--- config.mk ---
export PLATFORM = sky130hd
export DESIGN_NAME = ps2_mouse_cursor_tracker_flat
export DESIGN_NICKNAME = d
export VERILOG_FILES = /design/src/hdl/pmct_pkg.sv /design/src/hdl/pmct_channels.sv /design/src/hdl/ps2_mouse_cursor_tracker.sv /design/src/flat_wrapper.sv
export VERILOG_INCLUDE_DIRS = /design/src /design/src/hdl
export SDC_FILE = /design/constraint.sdc
export NUM_CORES = 1
export LEC_CHECK = 0
export BUFFER_PORTS_ARGS = -buffer_cell sky130_fd_sc_hd__buf_2
export CORE_MARGIN = 2
export CORE_UTILIZATION = 54
export CTS_BUF_LIST = sky130_fd_sc_hd__clkbuf_16
export DETAILED_ROUTE_END_ITERATION = 12
export GPL_ROUTABILITY_DRIVEN = 0
export GPL_TIMING_DRIVEN = 0
export PLACE_DENSITY = 0.73
export SLEW_MARGIN = 0
export SYNTH_ARGS = -nofsm -noshare
export SYNTH_HDL_FRONTEND = slang
export SYNTH_SLANG_ARGS = --single-unit
--- constraint.sdc ---
create_clock -name i_clk -period 5.4 [get_ports i_clk]
set_input_delay 0.81 -clock i_clk [delete_from_list [all_inputs] [get_ports i_clk]]
set_output_delay 0.81 -clock i_clk [all_outputs]
set_load 0.05 [all_outputs]
--- src/hdl/assert_macros.svh ---
// ---------------------------------------------------------------------------
// Assertion macros
// Concurrent assertion wrappers, compiled out for synthesis.
// ---------------------------------------------------------------------------
`ifndef ASSERT_MACROS_SVH
`define ASSERT_MACROS_SVH

`ifndef SYNTHESIS

// check under reset qualification
`define PMCT_ASSERT(lbl, clk, rst_n, prop, msg) \
    lbl: assert property (@(posedge clk) disable iff (!rst_n) prop) else $error(msg);

// check on every clock edge, reset included
`define PMCT_ASSERT_ALWAYS(lbl, clk, prop, msg) \
    lbl: assert property (@(posedge clk) prop) else $error(msg);

`else

`define PMCT_ASSERT(lbl, clk, rst_n, prop, msg)
`define PMCT_ASSERT_ALWAYS(lbl, clk, prop, msg)

`endif

`endif

--- src/hdl/pmct_pkg.sv ---
// ---------------------------------------------------------------------------
// pmct_pkg
// Shared types and constants of the PS/2 mouse cursor tracker.
// ---------------------------------------------------------------------------
package pmct_pkg;

    localparam int RX_BYTE_W    = 8;
    localparam int CURSOR_X_W   = 9;
    localparam int CURSOR_Y_W   = 8;
    localparam int DOT_SLOT_W   = 8;
    localparam int CFG_IDX_W    = 2;
    localparam int CFG_DATA_W   = 9;

    localparam int MAX_DOT_SLOTS_DEF  = 256;
    localparam int MOTION_DIVISOR_DEF = 2;

    typedef logic [RX_BYTE_W-1:0]  t_rx_byte;
    typedef logic [CURSOR_X_W-1:0] t_cursor_x;
    typedef logic [CURSOR_Y_W-1:0] t_cursor_y;
    typedef logic [DOT_SLOT_W-1:0] t_dot_slot;
    typedef logic [CFG_DATA_W-1:0] t_cfg_data;

    typedef enum logic [CFG_IDX_W-1:0] {
        CFG_X_LIMIT = 2'd0,
        CFG_Y_LIMIT = 2'd1
    } t_cfg_idx;

    localparam t_cursor_x X_LIMIT_RST = 9'd309;
    localparam t_cursor_y Y_LIMIT_RST = 8'd224;
    localparam t_cursor_x POS_X_RST   = 9'd160;
    localparam t_cursor_y POS_Y_RST   = 8'd120;

    localparam int FLAG_LEFT_BIT  = 0;
    localparam int FLAG_SYNC_BIT  = 3;
    localparam int FLAG_XSIGN_BIT = 4;
    localparam int FLAG_YSIGN_BIT = 5;
    localparam t_rx_byte FLAG_OVF_MASK = 8'hC0;

endpackage

--- src/hdl/pmct_channels.sv ---
// ---------------------------------------------------------------------------
// pmct channels
// Valid/ready channel interfaces for received bytes, results and config.
// ---------------------------------------------------------------------------
interface pmct_rx_if
    import pmct_pkg::*;
();
    logic     valid;
    logic     ready;
    t_rx_byte rx_byte;

    modport source (output valid, output rx_byte, input ready);
    modport sink   (input valid, input rx_byte, output ready);
endinterface

interface pmct_res_if
    import pmct_pkg::*;
();
    logic      valid;
    logic      ready;
    t_cursor_x cursor_x;
    t_cursor_y cursor_y;
    logic      left_button;
    logic      click;
    logic      dot_stored;
    t_dot_slot dot_slot;

    modport source (output valid, output cursor_x, output cursor_y, output left_button,
                    output click, output dot_stored, output dot_slot, input ready);
    modport sink   (input valid, input cursor_x, input cursor_y, input left_button,
                    input click, input dot_stored, input dot_slot, output ready);
endinterface

interface pmct_cfg_if
    import pmct_pkg::*;
();
    logic                 valid;
    logic                 ready;
    logic [CFG_IDX_W-1:0] index;
    t_cfg_data            data;

    modport source (output valid, output index, output data, input ready);
    modport sink   (input valid, input index, input data, output ready);
endinterface

--- src/hdl/ps2_mouse_cursor_tracker.sv ---
// ---------------------------------------------------------------------------
// ps2_mouse_cursor_tracker
// Assembles PS/2 mouse packets and tracks a clamped cursor and click slots.
// ---------------------------------------------------------------------------
// Each received byte is captured in an input register and decoded from there
// by one pass of add, shift and clamp logic into a result register, so the
// block takes one byte per clock when results are drained; a result is valid
// once the byte that completes it has passed both registers. Only the third
// byte of a packet without overflow flags yields a result transaction. A
// pending result holds back decoding of the next byte until it is taken, while
// one more byte is still accepted into the input register. Limit registers
// are written through the config channel at any time and must only change
// while idle.
`include "assert_macros.svh"

module ps2_mouse_cursor_tracker
    import pmct_pkg::*;
#(
    parameter int MAX_DOT_SLOTS  = MAX_DOT_SLOTS_DEF,
    parameter int MOTION_DIVISOR = MOTION_DIVISOR_DEF
) (
    input  logic        i_clk,
    input  logic        i_rst_n,
    pmct_rx_if.sink     i_rx,
    pmct_res_if.source  o_res,
    pmct_cfg_if.sink    i_cfg
);

    localparam int DOTS_W = $clog2(MAX_DOT_SLOTS + 1);
    localparam int SHIFT  = $clog2(MOTION_DIVISOR);
    localparam logic [DOTS_W-1:0] DOTS_MAX = DOTS_W'(MAX_DOT_SLOTS);
    localparam logic signed [9:0] ROUND_BIAS = 10'(MOTION_DIVISOR - 1);

    typedef enum logic [1:0] {
        POS_FLAGS  = 2'd0,
        POS_XDELTA = 2'd1,
        POS_YDELTA = 2'd2
    } t_pos;

    // configuration
    t_cursor_x r_x_limit;
    t_cursor_y r_y_limit;

    // input stage
    logic     r_in_valid;
    t_rx_byte r_in_byte;

    // decoder state
    t_pos              r_pos,      n_pos;
    t_rx_byte          r_flags,    n_flags;
    t_rx_byte          r_xbyte,    n_xbyte;
    logic signed [1:0] r_xrem,     n_xrem;
    logic signed [1:0] r_yrem,     n_yrem;
    t_cursor_x         r_pos_x,    n_pos_x;
    t_cursor_y         r_pos_y,    n_pos_y;
    logic              r_last_left, n_last_left;
    logic [DOTS_W-1:0] r_dots_used, n_dots_used;

    // result stage
    logic      r_out_valid;
    logic      n_emit;
    logic      r_click,   n_click;
    logic      r_stored,  n_stored;
    t_dot_slot r_slot,    n_slot;

    logic w_proc;

    logic              w_left;
    logic signed [8:0] w_dx, w_dy;
    logic signed [9:0] w_ax, w_ay, w_mx, w_my;
    logic signed [11:0] w_nx, w_ny;

    assign w_proc     = r_in_valid && (!r_out_valid || o_res.ready);
    assign i_rx.ready = !r_in_valid || w_proc;
    assign i_cfg.ready = 1'b1;

    assign o_res.valid       = r_out_valid;
    assign o_res.cursor_x    = r_pos_x;
    assign o_res.cursor_y    = r_pos_y;
    assign o_res.left_button = r_last_left;
    assign o_res.click       = r_click;
    assign o_res.dot_stored  = r_stored;
    assign o_res.dot_slot    = r_slot;

    // motion arithmetic
    always_comb begin
        w_left = r_flags[FLAG_LEFT_BIT];
        w_dx   = {r_flags[FLAG_XSIGN_BIT], r_xbyte};
        w_dy   = {r_flags[FLAG_YSIGN_BIT], r_in_byte};
        w_ax   = 10'(w_dx) + 10'(r_xrem);
        w_ay   = 10'(w_dy) + 10'(r_yrem);
        w_mx   = (w_ax + (w_ax[9] ? ROUND_BIAS : 10'sd0)) >>> SHIFT;
        w_my   = (w_ay + (w_ay[9] ? ROUND_BIAS : 10'sd0)) >>> SHIFT;
        w_nx   = $signed({3'b000, r_pos_x}) + 12'(w_mx);
        w_ny   = $signed({4'b0000, r_pos_y}) - 12'(w_my);
    end

    always_comb begin
        n_pos       = r_pos;
        n_flags     = r_flags;
        n_xbyte     = r_xbyte;
        n_xrem      = r_xrem;
        n_yrem      = r_yrem;
        n_pos_x     = r_pos_x;
        n_pos_y     = r_pos_y;
        n_last_left = r_last_left;
        n_dots_used = r_dots_used;
        n_emit      = 1'b0;
        n_click     = 1'b0;
        n_stored    = 1'b0;
        n_slot      = '0;
        priority if (r_pos == POS_FLAGS) begin
            if (r_in_byte[FLAG_SYNC_BIT]) begin
                n_flags = r_in_byte;
                n_pos   = POS_XDELTA;
            end
        end else if (r_pos == POS_XDELTA) begin
            n_xbyte = r_in_byte;
            n_pos   = POS_YDELTA;
        end else begin
            n_pos       = POS_FLAGS;
            n_last_left = w_left;
            if ((r_flags & FLAG_OVF_MASK) == '0) begin
                n_emit = 1'b1;
                n_xrem = 2'(w_ax - (w_mx <<< SHIFT));
                n_yrem = 2'(w_ay - (w_my <<< SHIFT));
                if (w_nx[11]) begin
                    n_pos_x = '0;
                end else if (w_nx > $signed({3'b000, r_x_limit})) begin
                    n_pos_x = r_x_limit;
                end else begin
                    n_pos_x = w_nx[CURSOR_X_W-1:0];
                end
                if (w_ny[11]) begin
                    n_pos_y = '0;
                end else if (w_ny > $signed({4'b0000, r_y_limit})) begin
                    n_pos_y = r_y_limit;
                end else begin
                    n_pos_y = w_ny[CURSOR_Y_W-1:0];
                end
                if (w_left && !r_last_left) begin
                    n_click = 1'b1;
                    if (r_dots_used < DOTS_MAX) begin
                        n_stored    = 1'b1;
                        n_slot      = t_dot_slot'(r_dots_used);
                        n_dots_used = r_dots_used + DOTS_W'(1);
                    end
                end
            end
        end
    end

    always_ff @(posedge i_clk) begin
        if (!i_rst_n) begin
            r_x_limit   <= X_LIMIT_RST;
            r_y_limit   <= Y_LIMIT_RST;
            r_in_valid  <= 1'b0;
            r_pos       <= POS_FLAGS;
            r_flags     <= '0;
            r_xbyte     <= '0;
            r_xrem      <= '0;
            r_yrem      <= '0;
            r_pos_x     <= POS_X_RST;
            r_pos_y     <= POS_Y_RST;
            r_last_left <= 1'b0;
            r_dots_used <= '0;
            r_out_valid <= 1'b0;
        end else begin
            if (i_cfg.valid) begin
                unique case (i_cfg.index)
                    CFG_X_LIMIT: r_x_limit <= i_cfg.data;
                    CFG_Y_LIMIT: r_y_limit <= i_cfg.data[CURSOR_Y_W-1:0];
                    default: ;
                endcase
            end
            if (i_rx.valid && i_rx.ready) begin
                r_in_valid <= 1'b1;
            end else if (w_proc) begin
                r_in_valid <= 1'b0;
            end
            if (w_proc) begin
                r_pos       <= n_pos;
                r_flags     <= n_flags;
                r_xbyte     <= n_xbyte;
                r_xrem      <= n_xrem;
                r_yrem      <= n_yrem;
                r_pos_x     <= n_pos_x;
                r_pos_y     <= n_pos_y;
                r_last_left <= n_last_left;
                r_dots_used <= n_dots_used;
                r_out_valid <= n_emit;
            end else if (o_res.ready) begin
                r_out_valid <= 1'b0;
            end
        end
    end

    always_ff @(posedge i_clk) begin
        if (i_rx.valid && i_rx.ready) begin
            r_in_byte <= i_rx.rx_byte;
        end
        if (w_proc && n_emit) begin
            r_click  <= n_click;
            r_stored <= n_stored;
            r_slot   <= n_slot;
        end
    end

    `PMCT_ASSERT(a_dots_bound, i_clk, i_rst_n, r_dots_used <= DOTS_MAX, "dot count beyond slot limit")
    `PMCT_ASSERT(a_dots_step, i_clk, i_rst_n, (r_dots_used != $past(r_dots_used)) |-> (r_dots_used == $past(r_dots_used) + DOTS_W'(1)), "dot count moved by more than one")
    `PMCT_ASSERT(a_stored_click, i_clk, i_rst_n, (r_out_valid && r_stored) |-> r_click, "dot slot given without click")
    `PMCT_ASSERT(a_out_source, i_clk, i_rst_n, $rose(r_out_valid) |-> $past(w_proc), "result appeared without a decoded byte")
    `PMCT_ASSERT_ALWAYS(a_rst_idle, i_clk, !i_rst_n |=> (!r_out_valid && !r_in_valid), "pipeline not empty after reset")

endmodule

--- src/flat_wrapper.sv ---
// flat-port wrapper written by rule: the top's interface ports become plain ports
module ps2_mouse_cursor_tracker_flat import pmct_pkg::*;
#(
    parameter int MAX_DOT_SLOTS  = MAX_DOT_SLOTS_DEF,
    parameter int MOTION_DIVISOR = MOTION_DIVISOR_DEF
)
  (i_clk, i_rst_n, i_rx_valid, i_rx_rx_byte, i_rx_ready, o_res_valid, o_res_cursor_x, o_res_cursor_y, o_res_left_button, o_res_click, o_res_dot_stored, o_res_dot_slot, o_res_ready, i_cfg_valid, i_cfg_index, i_cfg_data, i_cfg_ready);
  pmct_rx_if i_rx_i ();
  pmct_res_if o_res_i ();
  pmct_cfg_if i_cfg_i ();
  input  logic i_clk;
  input  logic i_rst_n;
  input wire logic [$bits(i_rx_i.valid)-1:0] i_rx_valid;
  input wire logic [$bits(i_rx_i.rx_byte)-1:0] i_rx_rx_byte;
  output wire logic [$bits(i_rx_i.ready)-1:0] i_rx_ready;
  output wire logic [$bits(o_res_i.valid)-1:0] o_res_valid;
  output wire logic [$bits(o_res_i.cursor_x)-1:0] o_res_cursor_x;
  output wire logic [$bits(o_res_i.cursor_y)-1:0] o_res_cursor_y;
  output wire logic [$bits(o_res_i.left_button)-1:0] o_res_left_button;
  output wire logic [$bits(o_res_i.click)-1:0] o_res_click;
  output wire logic [$bits(o_res_i.dot_stored)-1:0] o_res_dot_stored;
  output wire logic [$bits(o_res_i.dot_slot)-1:0] o_res_dot_slot;
  input wire logic [$bits(o_res_i.ready)-1:0] o_res_ready;
  input wire logic [$bits(i_cfg_i.valid)-1:0] i_cfg_valid;
  input wire logic [$bits(i_cfg_i.index)-1:0] i_cfg_index;
  input wire logic [$bits(i_cfg_i.data)-1:0] i_cfg_data;
  output wire logic [$bits(i_cfg_i.ready)-1:0] i_cfg_ready;
  assign i_rx_i.valid = i_rx_valid;
  assign i_rx_i.rx_byte = i_rx_rx_byte;
  assign i_rx_ready = i_rx_i.ready;
  assign o_res_valid = o_res_i.valid;
  assign o_res_cursor_x = o_res_i.cursor_x;
  assign o_res_cursor_y = o_res_i.cursor_y;
  assign o_res_left_button = o_res_i.left_button;
  assign o_res_click = o_res_i.click;
  assign o_res_dot_stored = o_res_i.dot_stored;
  assign o_res_dot_slot = o_res_i.dot_slot;
  assign o_res_i.ready = o_res_ready;
  assign i_cfg_i.valid = i_cfg_valid;
  assign i_cfg_i.index = i_cfg_index;
  assign i_cfg_i.data = i_cfg_data;
  assign i_cfg_ready = i_cfg_i.ready;
  ps2_mouse_cursor_tracker #(.MAX_DOT_SLOTS(MAX_DOT_SLOTS), .MOTION_DIVISOR(MOTION_DIVISOR)) u_core (.i_clk(i_clk), .i_rst_n(i_rst_n), .i_rx(i_rx_i), .o_res(o_res_i), .i_cfg(i_cfg_i));
endmodule
==> summary.md <==
| Metric | Value |
|---|---|
| Crit path DAT | 5.82 ns |
| DP Wirelength | 10,520 um |
| Antenna violations before repair | 0 |
| Switching pwr | 0.4195 mW |
| Diode count | 0 |
| I/O Buffers | 52 |
| Top cells by area, synth | dfxtp_1 (23%), ha_1 (12%), edfxtp_1 (9.4%) |
| Pin count of the biggest net entering global routing | 20 |
| Clock power share | 39.3% |
| First-pass GRT wire length | 23,090 um |
| WP data required | 5.62 ns |
| Placed cells | 839 |
| RSZ-0062 raised after global routing | true |
| Die area | ~11,000 um2 |
| Critical path class | reg2reg |
| Final non-filler cell total | 900 |
| DR DRC count | 0 |
| Post-synth top flop | dfxtp_1 |
| Pre-CTS setup slack | -0.7803 ns |
| Post-Syn Nets | 736 |
| Sw Share | 26.95% |
| Failing checks | negative setup slack |
| Total power draw | 1.556 mW |
| TritonCTS buffer count | 9 |
| #FFs+latches synth | 83 |
| Sequential share of the synthesized area | 32.07% |
| Cell count after synthesis | approximately 650 |
| Status | finished with violations |
| DRT antenna net count | 0 |
| Layout cells sized above 1 | 28.01% |
| I/O Pins | 55 |
| Number of synthesized flops with an enable pin | 18 |
| Max Cap Viol | 0 |
| Post-layout util | between 70% and 80% |
| Number of vias per cell | 5.818 |
| Final nets | 844 |
| Worst Hold Class | reg2reg |
| DIE HEIGHT | 107.1 um |
| Cell Area, Synth | 5743 um2 |
| Flop pwr share | between 40% and 50% |
| H-Tree Depth | 3 |
| Power per Cell Area | 214.8 nW/um2 |
| Mapped Avg Cell Area | 8.822 um2 |
| DR WL/cell | between 15 and 20 um |
| Routed via count | 5,236 |
| Clock transition at path regs | around 0.060 ns |
| Clock skew | about 0.0075 ns |
| Commonest cells after routing, fill and taps aside | dfxtp_1 (60), nand2_1 (59), buf_2 (53) |
| Slew HR | 42.75% |
| Global route overflow | 0 |
| Root buffer cell | clkbuf_16 |
| Worst skew pair latency | 0.35 ns |
| Syn-to-layout area delta | 26.14% |
| Worst slew pin tran | 0.8565 ns |
| Critical Path Source Type | flip-flop |
| Tmin final | 5.602 ns |
| Yosys warns | 0 |
| All-Layer GR Usage | 25.34% |
| Max VDD drop | 203.5 uV |
| Worst-path fanout max | 7 |
| Post-synth top area share | a little under a quarter |
| Lkg Pwr | just over 3 nW |
| Final Hold Fails | 0 |
| Clock Tree Buf Depth | 2 |
| Vias in the first global route | 4,987 |
| Synth unique cells | 82 |
| 1st-iter DRT viols | 292 |
| Pre-antenna DRT Iters | 5 |
| Commonest non-fill, non-tap cell in the layout | dfxtp_1 |
| CORE AREA | between 10,000 and 15,000 um2 |
| Combinational share of power | a little under a fifth |
| Final slew viol count | 0 |
| Post-synth ARST share | 0% |
| Cts hold-fix bufs | 0 |
| Final worst path period share | 103.7% |
| FMAX | 0.1785 GHz |
| Crit end category | flip-flop |
| # rows | 37 |
| Final setup viols | 9 |
| Largest area contributor in the netlist | dfxtp_1 |
| Internal Power | approximately 1.1 mW |
| Starting Density | a little under three fifths |
| Drt total wl | 15,070 um |
| Die W | 107.1 um |
| CTS tree | yes |
| Worst Slack Setup Final | -0.2020 ns |
| CTS sink count | 83 |
==> kinds of logic after synthesis <==
family          count (synthesis)  synth area share, %
simple gates                  214                19.24
compound gates                160                18.80
flops                          83                32.07
buf+inv                        63                4.771
fa+ha+maj                      61                13.81
xor+xnor                       45                6.994
mux                            24                4.248
other cells                     1              0.06530
==> stage by stage <==
| stage | instance area (um2) | setup TNS [ns] | hold WS (ns) |
|---|---|---|---|
| after floorplan | 5748 | 0 | 0.4400 |
| after global placement | 6178 | -8.890 | 0.4474 |
| after detailed placement | 6178 | -11.39 | 0.4560 |
| after CTS | 6793 | -0.3711 | 0.4642 |
| final | 7244 | -1.343 | 0.4601 |
| after global routing | 7244 | -4.201 | 0.4802 |
==> power by group through the flow <==
stage	registers, mW	logic (mW)	clock network [mW]
floorplan	0.668	0.165	0
global placement	0.672	0.208	0
detailed placement	0.672	0.215	0
CTS	0.657	0.234	0.615
global route	0.659	0.311	0.646
finish	0.659	0.286	0.612
==> worst paths after layout <==
path	cells after the start	slack [ns]	end	start
hold reg to reg	2	0.46	u_core.r_xbyte[3]	u_core.r_xbyte[3]
hold / removal	2	0.46	u_core.r_xbyte[3]	u_core.r_xbyte[3]
setup / recovery	26	-0.20	u_core.o_res.cursor_x[8]	u_core.r_xrem[1]
setup reg to reg	26	-0.20	u_core.o_res.cursor_x[8]	u_core.r_xrem[1]
==> state kept, by name (all words and copies together) (netlist names), 2 cells and up <==
signal                 flops
u_core.r_xrem              2
u_core.o_res.dot_slot      8
u_core.r_x_limit           9
u_core.r_in_byte           8
u_core.o_res.cursor_y      8
u_core.o_res.cursor_x      9
u_core.r_y_limit           8
u_core.r_xbyte             8
u_core.r_yrem              2
u_core.r_flags             5
u_core.r_dots_used         9
u_core.r_pos               2
==> critical path, cell delays in order (launching register included) <==
cell       delay (ns)
dfxtp_4          0.38
ha_4             0.26
a211oi_4         0.24
nor2_2           0.06
o21a_1           0.17
o2111ai_2        0.21
a41oi_4          0.18
nor2b_1          0.16
ha_2             0.22
buf_4            0.12
xor2_1           0.17
ha_1             0.28
a211oi_2         0.29
o21ai_1          0.18
a31oi_4          0.25
xnor2_2          0.16
ha_1             0.29
and4_1           0.23
o31a_1           0.28
o41ai_2          0.05
buf_4            0.17
or2b_4           0.26
o211a_1          0.13
a31oi_4          0.29
buf_6            0.15
mux2i_1          0.19
o32ai_1          0.09
==> cells in the mapped netlist (6+ instances only) <==
cell type	count
o21ai_0	25
clkbuf_1	8
a31oi_1	6
mux2i_1	23
nand2_1	59
a21oi_1	55
nor3b_1	6
a21o_1	12
dfxtp_1	65
nor2_1	47
inv_1	44
or2_2	8
nand4_1	8
ha_1	57
and2_1	10
o211ai_1	7
nor3_1	9
xor2_1	18
o31ai_1	6
edfxtp_1	18
xnor2_1	26
nor2b_1	11
nand3_1	21
==> layout make-up <==
cell class | count | area, um2
clock inverter | 7 | 67.56
clock buffer | 9 | 225.2
multi-input combinational | 505 | 4030
timing repair buffer | 98 | 629.4
buffer | 16 | 96.34
tap | 136 | 170.2
fill | 771 | 3079
sequential | 83 | 1853
inverter | 46 | 172.7
==> layer usage <==
layer	share of wire [%]	global-route usage (%)	wire length, um	vias up
met1	43	30.29	6409	2466
met4	3.2	12.24	488	0
met3	5.1	4.985	764	37
met5	0	0	0	-
li1	-	-	-	2554
met2	49	43.40	7412	179
==> repair_timing <==
action	in CTS	in global routing
cloned	0	0
gates resized for setup	40	54
endpoints found under the setup margin	17	17
setup buffers	16	30
pin swaps	23	44
Power figures use the tool's default switching activity.
